--- src/sv/stlpt_pkg.sv ---
// ----------------------------------------------------------------------------
// stlpt_pkg
// Shared types, codes and constants of the touch link and press tracker.
// ----------------------------------------------------------------------------
package stlpt_pkg;

  localparam int CNT_W = 16;                         // saturating counter width
  localparam logic [CNT_W-1:0] CNT_MAX = '1;

  localparam int XW = 12;
  localparam int YW = 15;
  localparam int CW = 15;                            // coordinate window bounds
  localparam int TW = 16;                            // timeout and count limits
  localparam int CFG_DW = 16;
  localparam int CFG_IW = 3;
  localparam int OUT_DW = 40;

  // Register indexes of the configuration port.
  localparam logic [CFG_IW-1:0] REG_COORD_MIN  = 3'd0;
  localparam logic [CFG_IW-1:0] REG_COORD_MAX  = 3'd1;
  localparam logic [CFG_IW-1:0] REG_BOARD_MODE = 3'd2;
  localparam logic [CFG_IW-1:0] REG_LINK_TMO   = 3'd3;
  localparam logic [CFG_IW-1:0] REG_LONG_CNT   = 3'd4;
  localparam logic [CFG_IW-1:0] REG_FORCE_TMO  = 3'd5;

  // Parser phases.
  localparam logic [2:0] PH_HEAD = 3'd0;
  localparam logic [2:0] PH_XH   = 3'd1;
  localparam logic [2:0] PH_XL   = 3'd2;
  localparam logic [2:0] PH_YH   = 3'd3;
  localparam logic [2:0] PH_YL   = 3'd4;

  // Panel bytes.
  localparam logic [7:0] BYTE_REPLY0 = 8'h0A;
  localparam logic [7:0] BYTE_REPLY1 = 8'h01;
  localparam logic [7:0] BYTE_REPLY2 = 8'h41;
  localparam logic [7:0] BYTE_DOWN   = 8'h81;
  localparam logic [7:0] BYTE_UP     = 8'h80;
  localparam logic [7:0] BYTE_XH_MAX = 8'h10;

  localparam logic [1:0] MODE_NORMAL = 2'd0;
  localparam logic [1:0] MODE_TEST   = 2'd1;

  typedef enum logic [3:0] {
    EV_NONE    = 4'd0,
    EV_REQUEST = 4'd1,
    EV_LINKED  = 4'd2,
    EV_READY   = 4'd3,
    EV_PRESS   = 4'd4,
    EV_LONG    = 4'd5,
    EV_RELEASE = 4'd6,
    EV_FORCED  = 4'd7,
    EV_DRAW    = 4'd8
  } ev_t;

  typedef struct packed {
    logic            linked;
    logic            request_sent;
    logic            ready_flag;
    logic [2:0]      parse_phase;
    logic [CNT_W-1:0] wait_count;
    logic            down_cmd;
    logic            up_cmd;
    logic            report_valid;
    logic [XW-1:0]   x_partial;
    logic [YW-1:0]   y_partial;
    logic [XW-1:0]   x_latched;
    logic [YW-1:0]   y_latched;
    logic            pressed;
    logic [CNT_W-1:0] hold_count;
    logic            long_done;
    logic            lamp;
  } st_t;

  typedef struct packed {
    logic [CW-1:0] coord_min;
    logic [CW-1:0] coord_max;
    logic [1:0]    board_mode;
    logic [TW-1:0] link_timeout;
    logic [TW-1:0] long_press;
    logic [TW-1:0] force_release;
  } cfg_t;

  function automatic logic [CNT_W-1:0] sat_inc(input logic [CNT_W-1:0] v);
    return (v == CNT_MAX) ? v : v + 1'b1;
  endfunction

  // Counter against limit, both zero-extended to a common width.
  function automatic logic reached(input logic [CNT_W-1:0] v, input logic [TW-1:0] lim);
    return 32'(v) >= 32'(lim);
  endfunction

endpackage

--- src/sv/stlpt_byte.sv ---
// ----------------------------------------------------------------------------
// stlpt_byte
// Next state for a received byte: handshake reply match and report parser.
// ----------------------------------------------------------------------------
module stlpt_byte (
  input  stlpt_pkg::st_t st,
  input  logic [7:0]     rx_byte,
  output stlpt_pkg::st_t st_next,
  output stlpt_pkg::ev_t ev
);
  import stlpt_pkg::*;

  logic [YW-1:0] y_full;

  assign y_full = st.y_partial + YW'(rx_byte[6:0]);

  always_comb begin
    st_next = st;
    ev = EV_NONE;
    if (!st.linked) begin
      if (st.request_sent) begin
        case (st.parse_phase)
          PH_HEAD: begin
            if (rx_byte == BYTE_REPLY0) st_next.parse_phase = PH_XH;
          end
          PH_XH: begin
            st_next.parse_phase = (rx_byte == BYTE_REPLY1) ? PH_XL : PH_HEAD;
          end
          PH_XL: begin
            st_next.parse_phase = PH_HEAD;
            if (rx_byte == BYTE_REPLY2) begin
              st_next.linked = 1'b1;
              st_next.lamp = 1'b1;
              st_next.wait_count = '0;
              st_next.ready_flag = 1'b0;
              ev = EV_LINKED;
            end
          end
          default: st_next.parse_phase = PH_HEAD;
        endcase
      end
    end else if (st.ready_flag) begin
      case (st.parse_phase)
        PH_HEAD: begin
          if (rx_byte == BYTE_DOWN) begin
            st_next.down_cmd = 1'b1;
            st_next.parse_phase = PH_XH;
          end else if (rx_byte == BYTE_UP) begin
            st_next.up_cmd = 1'b1;
            st_next.down_cmd = 1'b0;
            st_next.parse_phase = PH_XH;
          end
        end
        PH_XH: begin
          if (rx_byte > BYTE_XH_MAX) begin
            st_next.parse_phase = PH_HEAD;
          end else begin
            st_next.x_partial = {rx_byte[4:0], 7'd0};
            st_next.parse_phase = PH_XL;
          end
        end
        PH_XL: begin
          st_next.x_partial = st.x_partial + XW'(rx_byte[6:0]);
          st_next.parse_phase = PH_YH;
        end
        PH_YH: begin
          st_next.y_partial = {rx_byte, 7'd0};
          st_next.parse_phase = PH_YL;
        end
        PH_YL: begin
          st_next.y_partial = y_full;
          // A report still waiting for its tick keeps the latched position.
          if (!st.report_valid) begin
            st_next.report_valid = 1'b1;
            st_next.x_latched = st.x_partial;
            st_next.y_latched = y_full;
          end
          st_next.parse_phase = PH_HEAD;
        end
        default: st_next.parse_phase = PH_HEAD;
      endcase
    end
  end

endmodule

--- src/sv/stlpt_tick.sv ---
// ----------------------------------------------------------------------------
// stlpt_tick
// Next state for a tick: link timing, settle delay and touch events.
// ----------------------------------------------------------------------------
module stlpt_tick (
  input  stlpt_pkg::st_t  st,
  input  stlpt_pkg::cfg_t cfg,
  output stlpt_pkg::st_t  st_next,
  output stlpt_pkg::ev_t  ev
);
  import stlpt_pkg::*;

  logic             in_win;
  logic [CNT_W-1:0] wait_inc;
  logic [CNT_W-1:0] hold_inc;

  assign in_win = (CW'(st.x_latched) > cfg.coord_min) && (CW'(st.x_latched) < cfg.coord_max)
               && (st.y_latched > cfg.coord_min) && (st.y_latched < cfg.coord_max);
  assign wait_inc = sat_inc(st.wait_count);
  assign hold_inc = sat_inc(st.hold_count);

  always_comb begin
    st_next = st;
    ev = EV_NONE;
    if (!st.linked) begin
      if (!st.request_sent) begin
        st_next.request_sent = 1'b1;
        st_next.parse_phase = PH_HEAD;
        st_next.wait_count = '0;
        ev = EV_REQUEST;
      end else begin
        st_next.wait_count = wait_inc;
        if (reached(wait_inc, cfg.link_timeout)) st_next.request_sent = 1'b0;
      end
    end else if (!st.ready_flag) begin
      st_next.wait_count = wait_inc;
      if (reached(wait_inc, cfg.link_timeout)) begin
        st_next.wait_count = '0;
        st_next.ready_flag = 1'b1;
        st_next.lamp = 1'b0;
        ev = EV_READY;
      end
    end else if (!st.pressed) begin
      if (st.report_valid) begin
        if (st.down_cmd) begin
          if (in_win) begin
            st_next.lamp = 1'b1;
            st_next.pressed = 1'b1;
            st_next.hold_count = '0;
            st_next.long_done = 1'b0;
            ev = EV_PRESS;
          end
          st_next.down_cmd = 1'b0;
        end
        st_next.report_valid = 1'b0;
      end
    end else if (st.up_cmd) begin
      st_next.lamp = 1'b0;
      st_next.up_cmd = 1'b0;
      st_next.down_cmd = 1'b0;
      st_next.pressed = 1'b0;
      st_next.report_valid = 1'b0;
      ev = EV_RELEASE;
    end else if (cfg.board_mode == MODE_NORMAL || cfg.board_mode == MODE_TEST) begin
      if (st.report_valid) begin
        if (st.down_cmd) begin
          if (cfg.board_mode == MODE_NORMAL) begin
            if (!st.long_done && in_win) begin
              st_next.hold_count = hold_inc;
              if (reached(hold_inc, cfg.long_press)) begin
                st_next.long_done = 1'b1;
                ev = EV_LONG;
              end
            end
          end else if (in_win) begin
            ev = EV_DRAW;
          end
          st_next.down_cmd = 1'b0;
        end
        st_next.report_valid = 1'b0;
      end
    end else begin
      // Remaining modes count held ticks and release without touching the lamp.
      st_next.hold_count = hold_inc;
      if (reached(hold_inc, cfg.force_release)) begin
        st_next.pressed = 1'b0;
        st_next.report_valid = 1'b0;
        st_next.down_cmd = 1'b0;
        ev = EV_FORCED;
      end
    end
  end

endmodule

--- src/sv/serial_touch_link_and_press_tracker.sv ---
// ----------------------------------------------------------------------------
// serial_touch_link_and_press_tracker
// Touch panel link handshake, report parser and press event tracker.
// ----------------------------------------------------------------------------
// A result is on m_tdata in the cycle after its request is accepted.
// Throughput: one request per cycle; the tracker state and the result register
// are both written at the accepting edge, so s_tready only waits on m_tready.
// Reset (rst, synchronous): clears all tracker state and the result valid,
// and loads the configuration registers with their default values.
module serial_touch_link_and_press_tracker (
  input  logic                            clk,
  input  logic                            rst,
  input  logic                            s_tvalid,
  output logic                            s_tready,
  input  logic [7:0]                      s_tdata,   // rx_byte
  input  logic                            s_tuser,   // func
  output logic                            m_tvalid,
  input  logic                            m_tready,
  // event_res[3:0], pos_x[15:4], pos_y[30:16], led_on[31], link_up[32],
  // panel_ready[33], zero fill above
  output logic [stlpt_pkg::OUT_DW-1:0]    m_tdata,
  input  logic                            cfg_we,
  input  logic [stlpt_pkg::CFG_IW-1:0]    cfg_index,
  input  logic [stlpt_pkg::CFG_DW-1:0]    cfg_wdata
);
  import stlpt_pkg::*;

  st_t   st;
  st_t   st_next;
  st_t   st_byte;
  st_t   st_tick;
  ev_t   ev_byte;
  ev_t   ev_tick;
  ev_t   ev;
  cfg_t  cfg;
  logic  accept;
  logic  show_pos;
  logic [OUT_DW-1:0] result;

  stlpt_byte u_byte (
    .st      (st),
    .rx_byte (s_tdata),
    .st_next (st_byte),
    .ev      (ev_byte)
  );

  stlpt_tick u_tick (
    .st      (st),
    .cfg     (cfg),
    .st_next (st_tick),
    .ev      (ev_tick)
  );

  assign st_next  = s_tuser ? st_tick : st_byte;
  assign ev       = s_tuser ? ev_tick : ev_byte;
  assign s_tready = !m_tvalid || m_tready;
  assign accept   = s_tvalid && s_tready;
  assign show_pos = (ev == EV_PRESS) || (ev == EV_LONG) || (ev == EV_DRAW);

  assign result = {6'd0, st_next.ready_flag, st_next.linked, st_next.lamp,
                   show_pos ? st_next.y_latched : YW'(0),
                   show_pos ? st_next.x_latched : XW'(0),
                   ev};

  always_ff @(posedge clk) begin
    if (rst) begin
      cfg.coord_min     <= CW'(100);
      cfg.coord_max     <= CW'(4000);
      cfg.board_mode    <= MODE_NORMAL;
      cfg.link_timeout  <= TW'(500);
      cfg.long_press    <= TW'(100);
      cfg.force_release <= TW'(1000);
    end else if (cfg_we) begin
      case (cfg_index)
        REG_COORD_MIN:  cfg.coord_min     <= cfg_wdata[CW-1:0];
        REG_COORD_MAX:  cfg.coord_max     <= cfg_wdata[CW-1:0];
        REG_BOARD_MODE: cfg.board_mode    <= cfg_wdata[1:0];
        REG_LINK_TMO:   cfg.link_timeout  <= cfg_wdata[TW-1:0];
        REG_LONG_CNT:   cfg.long_press    <= cfg_wdata[TW-1:0];
        REG_FORCE_TMO:  cfg.force_release <= cfg_wdata[TW-1:0];
        default: ;
      endcase
    end
  end

  always_ff @(posedge clk) begin
    if (rst) begin
      st <= '0;
    end else if (accept) begin
      st <= st_next;
    end
  end

  always_ff @(posedge clk) begin
    if (rst) begin
      m_tvalid <= 1'b0;
    end else if (accept) begin
      m_tvalid <= 1'b1;
    end else if (m_tready) begin
      m_tvalid <= 1'b0;
    end
  end

  always_ff @(posedge clk) begin
    if (accept) begin
      m_tdata <= result;
    end
  end

  a_ready_needs_link: assert property (@(posedge clk) disable iff (rst)
    st.ready_flag |-> st.linked)
    else $error("panel ready without link");

  a_press_needs_ready: assert property (@(posedge clk) disable iff (rst)
    st.pressed |-> st.ready_flag)
    else $error("press tracked before panel ready");

  a_accept_gives_result: assert property (@(posedge clk) disable iff (rst)
    accept |=> m_tvalid)
    else $error("accepted request produced no result");

  a_press_lights_lamp: assert property (@(posedge clk) disable iff (rst)
    (m_tvalid && m_tdata[3:0] == EV_PRESS) |-> m_tdata[31])
    else $error("press event with lamp off");

  a_phase_range: assert property (@(posedge clk) disable iff (rst)
    st.parse_phase <= PH_YL)
    else $error("parser phase out of range");

endmodule

--- config.mk ---
export PLATFORM = sky130hd
export DESIGN_NAME = serial_touch_link_and_press_tracker
export DESIGN_NICKNAME = d
export VERILOG_FILES = /design/src/sv/stlpt_pkg.sv /design/src/sv/stlpt_byte.sv /design/src/sv/stlpt_tick.sv /design/src/sv/serial_touch_link_and_press_tracker.sv
export SDC_FILE = /design/constraint.sdc
export NUM_CORES = 1
export LEC_CHECK = 0
export BUFFER_PORTS_ARGS = -buffer_cell sky130_fd_sc_hd__clkbuf_2
export CAP_MARGIN = 20
export CORE_ASPECT_RATIO = 0.8
export CORE_MARGIN = 5
export CORE_UTILIZATION = 50
export DETAILED_ROUTE_END_ITERATION = 6
export HOLD_SLACK_MARGIN = 0.05
export PLACE_DENSITY = 0.67
export REMOVE_ABC_BUFFERS = 1
export SLEW_MARGIN = 40
export SYNTH_ARGS = -nofsm -noshare
export SYNTH_HDL_FRONTEND = slang
export SYNTH_HIERARCHICAL = 1
export SYNTH_SLANG_ARGS = --single-unit
--- constraint.sdc ---
create_clock -name clk -period 11.3 [get_ports clk]
set_clock_uncertainty 0.2 [all_clocks]
set_input_delay 0.565 -clock clk [delete_from_list [all_inputs] [get_ports clk]]
set_output_delay 0.565 -clock clk [all_outputs]
set_load 0.02 [all_outputs]
Word level (Yosys, flattened, before mapping)
Cells that the tools add are included.
{"block": "word_totals", "ff_bits": 213, "inputBits": 33, "output_inout_bits": 42, "elab_cells": 230}
{"block": "op_classes", "addsub": 4, "order_cmp": 8, "eq_ne": 40, "muxes": 106, "n_bitwise": 2, "n_reduce_logical": 45}
{"cell": "16-bit two-way mux", "n": 10}
{"cell": "57-bit two-way mux", "n": 2}
{"cell": "98-bit two-way mux", "n": 1}
{"cell": "19-bit two-way mux", "n": 5}
{"cell": "17-bit two-way mux", "n": 5}
{"cell": "4-bit two-way mux", "n": 15}
{"cell": "27-bit two-way mux", "n": 2}
{"cell": "16-bit greater-or-equal comparator", "n": 3}
{"cell": "1-bit two-way mux", "n": 40}
{"cell": "3-bit two-way mux", "n": 12}
{"cell": "16-bit by 1-bit adder with 16-bit output (second input constant)", "n": 2}
{"cell": "16-bit == test (second input constant)", "n": 2}
{"cell": "15-bit one-hot mux with 2 select lines", "n": 1}
{"cell": "12-bit one-hot mux with 2 select lines", "n": 1}
{"cell": "2-bit nonzero test", "n": 12}
{"cell": "20-bit two-way mux", "n": 1}
{"cell": "18-bit two-way mux", "n": 1}
{"cell": "6-bit AND reduction", "n": 3}
{"cell": "8-bit == test (second input constant)", "n": 2}
{"cell": "2-bit != test (second input constant)", "n": 8}
{"cell": "15-bit by 7-bit adder with 15-bit output", "n": 1}
{"cell": "12-bit by 15-bit greater-than comparator with 1-bit output", "n": 1}
{"cell": "15-bit greater-than comparator", "n": 1}
{"cell": "12-bit by 15-bit less-than comparator with 1-bit output", "n": 1}
{"cell": "37 further kinds", "n": 73}

Longest topological paths before layout
{"block": "depth", "depth_word": 18, "mapped_depth": 22, "mapped_depth_nobuf": 19}

Modules after synthesis
The synthesis kept the hierarchy.
{"module": "serial_touch_link_and_press_tracker", "n_inst": 1, "cells_per_inst": 886, "area_each_um2": 8949.8, "seq_area_each_um2": 4604.4}
{"module": "stlpt_tick", "n_inst": 1, "cells_per_inst": 665, "area_each_um2": 4595.7, "seq_area_each_um2": 0.0}
{"module": "stlpt_byte", "n_inst": 1, "cells_per_inst": 343, "area_each_um2": 2162.1, "seq_area_each_um2": 0.0}

Worst setup path before layout
OpenSTA, ideal clock, no wires.
{"block": "synth_timing", "kind": "reg2reg", "startpoint": "register st[79] (netlist name)", "endpoint": "register m_tdata[10] (netlist bit), data pin", "t_arrival_ps": 3881, "required_time_ps": 10836, "slack_ps": 6955, "path_stages_with_launch": 22, "n_path_buf": 3, "period_less_slack_ps": 4345, "cell_sequence": "dfxtp_1 > clkbuf_1 > and4_1 > and4_1 > clkbuf_1 > nand2_1 > and2_1 > nand2_1 > nor2_1 > nand2b_1 > ha_1 > nand4_1 > nor2_1 > o221a_2 > inv_1 > o21ai_0 > o21ai_1 > a211oi_1 > nor2_1 > o22ai_2 > buf_2 > nor3_1"}
{"block": "synth_between", "elab_chain_cells": 10, "elab_cells_between_ends": 13, "classes_between": "1 x add/sub; 1 x order compare; 4 x eq/ne; 5 x mux; 2 x reduce/logical"}
{"element": "16-bit by 1-bit adder with 16-bit output or 16-bit == test (tied branches)", "line": "stlpt_pkg.sv:85", "source": "return (v == CNT_MAX) ? v : v + 1'b1;"}
{"element": "16-bit two-way mux *", "line": "stlpt_pkg.sv:85"}
{"element": "16-bit greater-or-equal comparator *", "line": "stlpt_pkg.sv:90", "source": "return 32'(v) >= 32'(lim);"}
{"element": "2-bit two-way mux *", "line": "stlpt_tick.sv:37", "source": "if (reached(wait_inc, cfg.link_timeout)) begin"}
{"element": "4-bit two-way mux *", "line": "stlpt_tick.sv:35", "source": "end else if (!st.ready_flag) begin"}
{"element": "4-bit two-way mux *", "line": "stlpt_tick.sv:25", "source": "if (!st.linked) begin"}
{"element": "via ev_tick[0]", "line": "serial_touch_link_and_press_tracker.sv:33", "source": "ev_t ev_tick;"}
{"element": "4-bit two-way mux *", "line": "serial_touch_link_and_press_tracker.sv:55", "source": "assign ev = s_tuser ? ev_tick : ev_byte;"}
{"element": "4-bit by 3-bit == test with 1-bit output", "line": "serial_touch_link_and_press_tracker.sv:58", "source": "assign show_pos = (ev == EV_PRESS) || (ev == EV_LONG) || (ev == EV_DRAW);"}
{"element": "1-bit logical OR", "line": "serial_touch_link_and_press_tracker.sv:58"}
{"element": "1-bit logical OR *", "line": "serial_touch_link_and_press_tracker.sv:58"}
{"element": "end signal, assigned", "line": "serial_touch_link_and_press_tracker.sv:106", "source": "m_tdata <= result;"}
{"element": "end, declared", "line": "serial_touch_link_and_press_tracker.sv:21", "source": "output logic [stlpt_pkg::OUT_DW-1:0] m_tdata,"}
The timed path passes the listed nets; every way through them passes the cells marked *.
A chain may end at the register's enable or synchronous reset.

Worst setup path after layout
{"block": "layout_timing", "startpoint": "register st[76] (netlist name)", "endpoint": "register m_tdata[30] (netlist bit), data pin"}
{"block": "layout_between", "elab_chain_cells": 10, "elab_cells_between_ends": 13, "classes_between": "1 x add/sub; 1 x order compare; 4 x eq/ne; 5 x mux; 2 x reduce/logical"}
{"element": "16-bit by 1-bit adder with 16-bit output or 16-bit == test (tied branches)", "line": "stlpt_pkg.sv:85"}
{"element": "16-bit two-way mux *", "line": "stlpt_pkg.sv:85"}
{"element": "16-bit greater-or-equal comparator *", "line": "stlpt_pkg.sv:90"}
{"element": "2-bit two-way mux *", "line": "stlpt_tick.sv:37"}
{"element": "4-bit two-way mux *", "line": "stlpt_tick.sv:35"}
{"element": "4-bit two-way mux *", "line": "stlpt_tick.sv:25"}
{"element": "via ev_tick[0]", "line": "serial_touch_link_and_press_tracker.sv:33"}
{"element": "4-bit two-way mux *", "line": "serial_touch_link_and_press_tracker.sv:55"}
{"element": "4-bit by 3-bit == test with 1-bit output", "line": "serial_touch_link_and_press_tracker.sv:58"}
{"element": "1-bit logical OR", "line": "serial_touch_link_and_press_tracker.sv:58"}
{"element": "1-bit logical OR *", "line": "serial_touch_link_and_press_tracker.sv:58"}
Marks and branches as above.

==> flow_summary_export.csv <==
group,metric,value,unit
run_status,outcome,"complete, no violations",
power_and_ir_drop,internal_power,1.46,mW
power_and_ir_drop,peakVddDrop,0.0000817,V
critical_path,end_kind,"flip-flop",
final_layout,area.growth.synth_to_final,3.97,%
drt,viasPerCell,6.09,
grt,antenna_found_initial,1,
sta,setup_viol,0,
drt,dr_wl_met3,3630,um
cts,cts_tree,"built",
cts,clock-sinks,213,
logic_synthesis,synth_xor_area_share,2.23,%
critical_path,cp_slowest_cell,"o22ai_4",
sta,rsz0062_at_grt,"false",
drt,wl_per_cell,19.5,um
power_and_ir_drop,p_leak,6.64,nW
critical_path,cp.arrival,5.33,ns
final_layout,final_common_cell,"nand2_1",
floorplanning,die_area,35100,um2
cts,postCtsSetupRepairBufs,0,
run,cap_violations,0,
sta,tns,0,ns
critical_path,critical_path_class,"flip-flop to flip-flop",
final_layout,drive_gt1_share,11.0,%
min_path,min_path_type,"input pin to flip-flop",
min_path,whs_path_depth,3,
logic_synthesis,synth_mux_area_share,7.07,%
final_layout,final_cell_mix,"256 x nand2_1, 225 x a21oi_1, 179 x dfxtp_1, 116 x ha_1, 102 x mux2i_1",
logic_synthesis,synth_top_family_by_area,"compound AO/OA/AOI/OAI gates",
grt,track_usage,23.7,%
grt,grt_max_degree,70,
power_and_ir_drop,netSwitchingFraction,30.4,%
logic_synthesis,mappedNetlistArea,15700,um2
drt,ant_nets,0,
logic_synthesis,synth-async-reset-ratio,0,%
placement,post-place-cells,2197,
logic_synthesis,synth_fa_ha_area_share,9.49,%
cts,cts_hold_buffers,0,
drt,drt_first_iter_violations,1492,
drt,drc,0,
power_and_ir_drop,total_power,2.09,mW
critical_path,path_cells,"ha_1, nand2_1, nor3_1, nand2_1, and2_1, nand2_1, nor2_1, nand2b_1, ha_1, nand4_1, nor2_1, o221a_2, inv_1, o21ai_0, o21ai_1, a211oi_1, nor2_1, o22ai_4, nor3_1",
logic_synthesis,ys_ff_latch,213,
drt,vias,13700,
critical_path,start_kind,"flip-flop",
logic_synthesis,yosys.area_share.simple,18.1,%
sta,tightestPinTransition,0.840,ns
cts,cts_buffer_depth,3,
placement,dp_hpwl,30400,um
floorplanning,die_w,208,um
floorplanning,fp.dieH,169,um
sta,timing.final.crit_share,46.7,%
cts,clk_latency,0.55,ns
cts,cts_buffers,24,
logic_synthesis,synth_edf_count,34,
placement,place.gp.congestion,0.930,
drt,wl,43700,um
sta,whs,0.0770,ns
drt,first_pass_iters,6,
logic_synthesis,yosys_warnings,6,
power_and_ir_drop,pwr-share-clk,39.4,%
grt,grt_pass1_wl,68600,um
critical_path,crit_fanout,27,
power_and_ir_drop,powerDensity,128,nW/um2
logic_synthesis,synth_compound_area_share,23.3,%
floorplanning,start_util,50.3,%
cts,clk_pin_slew,0.06,ns
cts,post_cts_resized,0,
grt,grt_overflow_total,0,
drt,met2_length,18100,um
critical_path,max_stage_delay,0.63,ns
logic_synthesis,synthCells,1894,
logic_synthesis,synth_ff_type,"dfxtp_1",
floorplanning,num_rows,58,
sta,hold_violations,0,
logic_synthesis,ys_types,91,
final_layout,final_util,52.3,%
critical_path,required,11.35,ns
final_layout,instances_no_fill,2243,
drt,wl_met1,21200,um
cts,h-tree-depth,1,
cts,cts_root_buf,"clkbuf_16",
placement,io_buffers,68,
sta,slew_viol_final,0,
power_and_ir_drop,seq_power_share,41.6,%
grt,grt_pass1_vias,12100,
critical_path,worstRegToRegCells,19,
floorplanning,top_level_ports,75,
power_and_ir_drop,combinationalPowerShare,19.0,%
floorplanning,fp.coreArea,31200,um2
logic_synthesis,ys_seq_area_share,29.3,%
sta,relSlewSlack,44.0,%
sta,fin_crit,5.28,ns
power_and_ir_drop,p_sw,0.636,mW
drt,routed.top_layer,"met4",
final_layout,nets,1955,
sta,max_freq,189,MHz
logic_synthesis,syn-mean-instance-area,8.29,um2
==> through the flow <==
stage / area, um2 / worst slack, ns
2_1_floorplan: 14400 / 6.86
3_3_place_gp: 15400 / 6.01
3_5_place_dp: 15500 / 6.23
4_1_cts: 16300 / 6.16
5_1_grt: 16300 / 5.72
6_report: 16300 / 6.02
==> cell families (layout without fill, tap and decap cells) <==
group	count (synthesis)	after routing
other	2	10
buffers and inverters	293	214
flip-flops	213	213
XOR/XNOR	40	40
AO/OA/AOI/OAI	537	537
multiplexers	110	110
adder cells (fa/ha/maj)	118	118
AND/OR/NAND/NOR	581	581
==> routing by layer <==
metal	track usage, %	vias to the layer above
li1	-	6575
met1	37.6	6455
met2	34.4	559
met3	3.35	62
met4	4.34	0
met5	0	-
==> flip-flops by register name, indices dropped and copies added (netlist names) <==
register	count
st	98
cfg	80
m_tdata	34
m_tvalid	1
==> worst paths after layout <==
kind                                   start     endpoint  slack (ns)
worst max-delay path                  st[76]  m_tdata[30]        6.02
worst min-delay path            cfg_wdata[7]      cfg[72]        0.08
worst max register to register        st[76]  m_tdata[30]        6.02
worst min register to register       cfg[30]      cfg[30]        0.26
==> synth_stat cells (10+ instances only) <==
library cell,number,area share [%]
nand4_1,20,0.80
xor2_1,15,0.84
nor3_1,78,2.5
buf_6,13,0.93
nor2_1,56,1.3
a211oi_2,40,3.2
a211oi_1,65,3.1
o21ai_1,22,0.70
a21oi_1,225,7.2
nand2_1,257,6.1
nand3_1,40,1.3
clkbuf_1,48,1.1
o211ai_1,26,1.2
buf_4,99,4.7
edfxtp_1,34,6.5
ha_1,116,9.2
buf_2,32,1.0
inv_1,89,2.1
dfxtp_1,179,23
xnor2_1,25,1.4
o21ai_0,37,1.2
mux2i_1,102,6.5
nor3b_1,10,0.48
nor2b_1,14,0.56
nand2b_1,22,0.88
and2_1,26,1.0
a22o_1,13,0.72
a21o_1,34,1.6
==> critical path, delay by kind of cell, from the launching register on <==
kind / cells / cell delay [ns]
AOI/OAI and AO/OA: 5 / 2.01
and+or+nand+nor: 11 / 1.63
adders and majority gates: 2 / 0.58
DFF: 1 / 0.47
buffers and inverters: 1 / 0.08
==> layout make-up <==
class / count / area [um2]
Timing Repair Buffer: 80 / 469
Clock buffer: 31 / 709
Inverter: 90 / 338
Fill cell: 2916 / 14900
Antenna cell: 1 / 2.50
Multi-Input combinational cell: 1395 / 9560
Tap cell: 420 / 526
Sequential cell: 213 / 4600
Clock inverter: 13 / 125
==> power by group through the flow <==
stage                     Sequential (mW)  Combinational [mW]  Clock (mW)
after detailed placement            0.886               0.388           0
after global placement              0.883               0.377           0
after global routing                0.877               0.437       0.869
after floorplan                     0.878               0.254           0
after CTS                           0.869               0.392       0.835
final                               0.871               0.397       0.823
No activity file was read; power rests on OpenSTA's default activity.
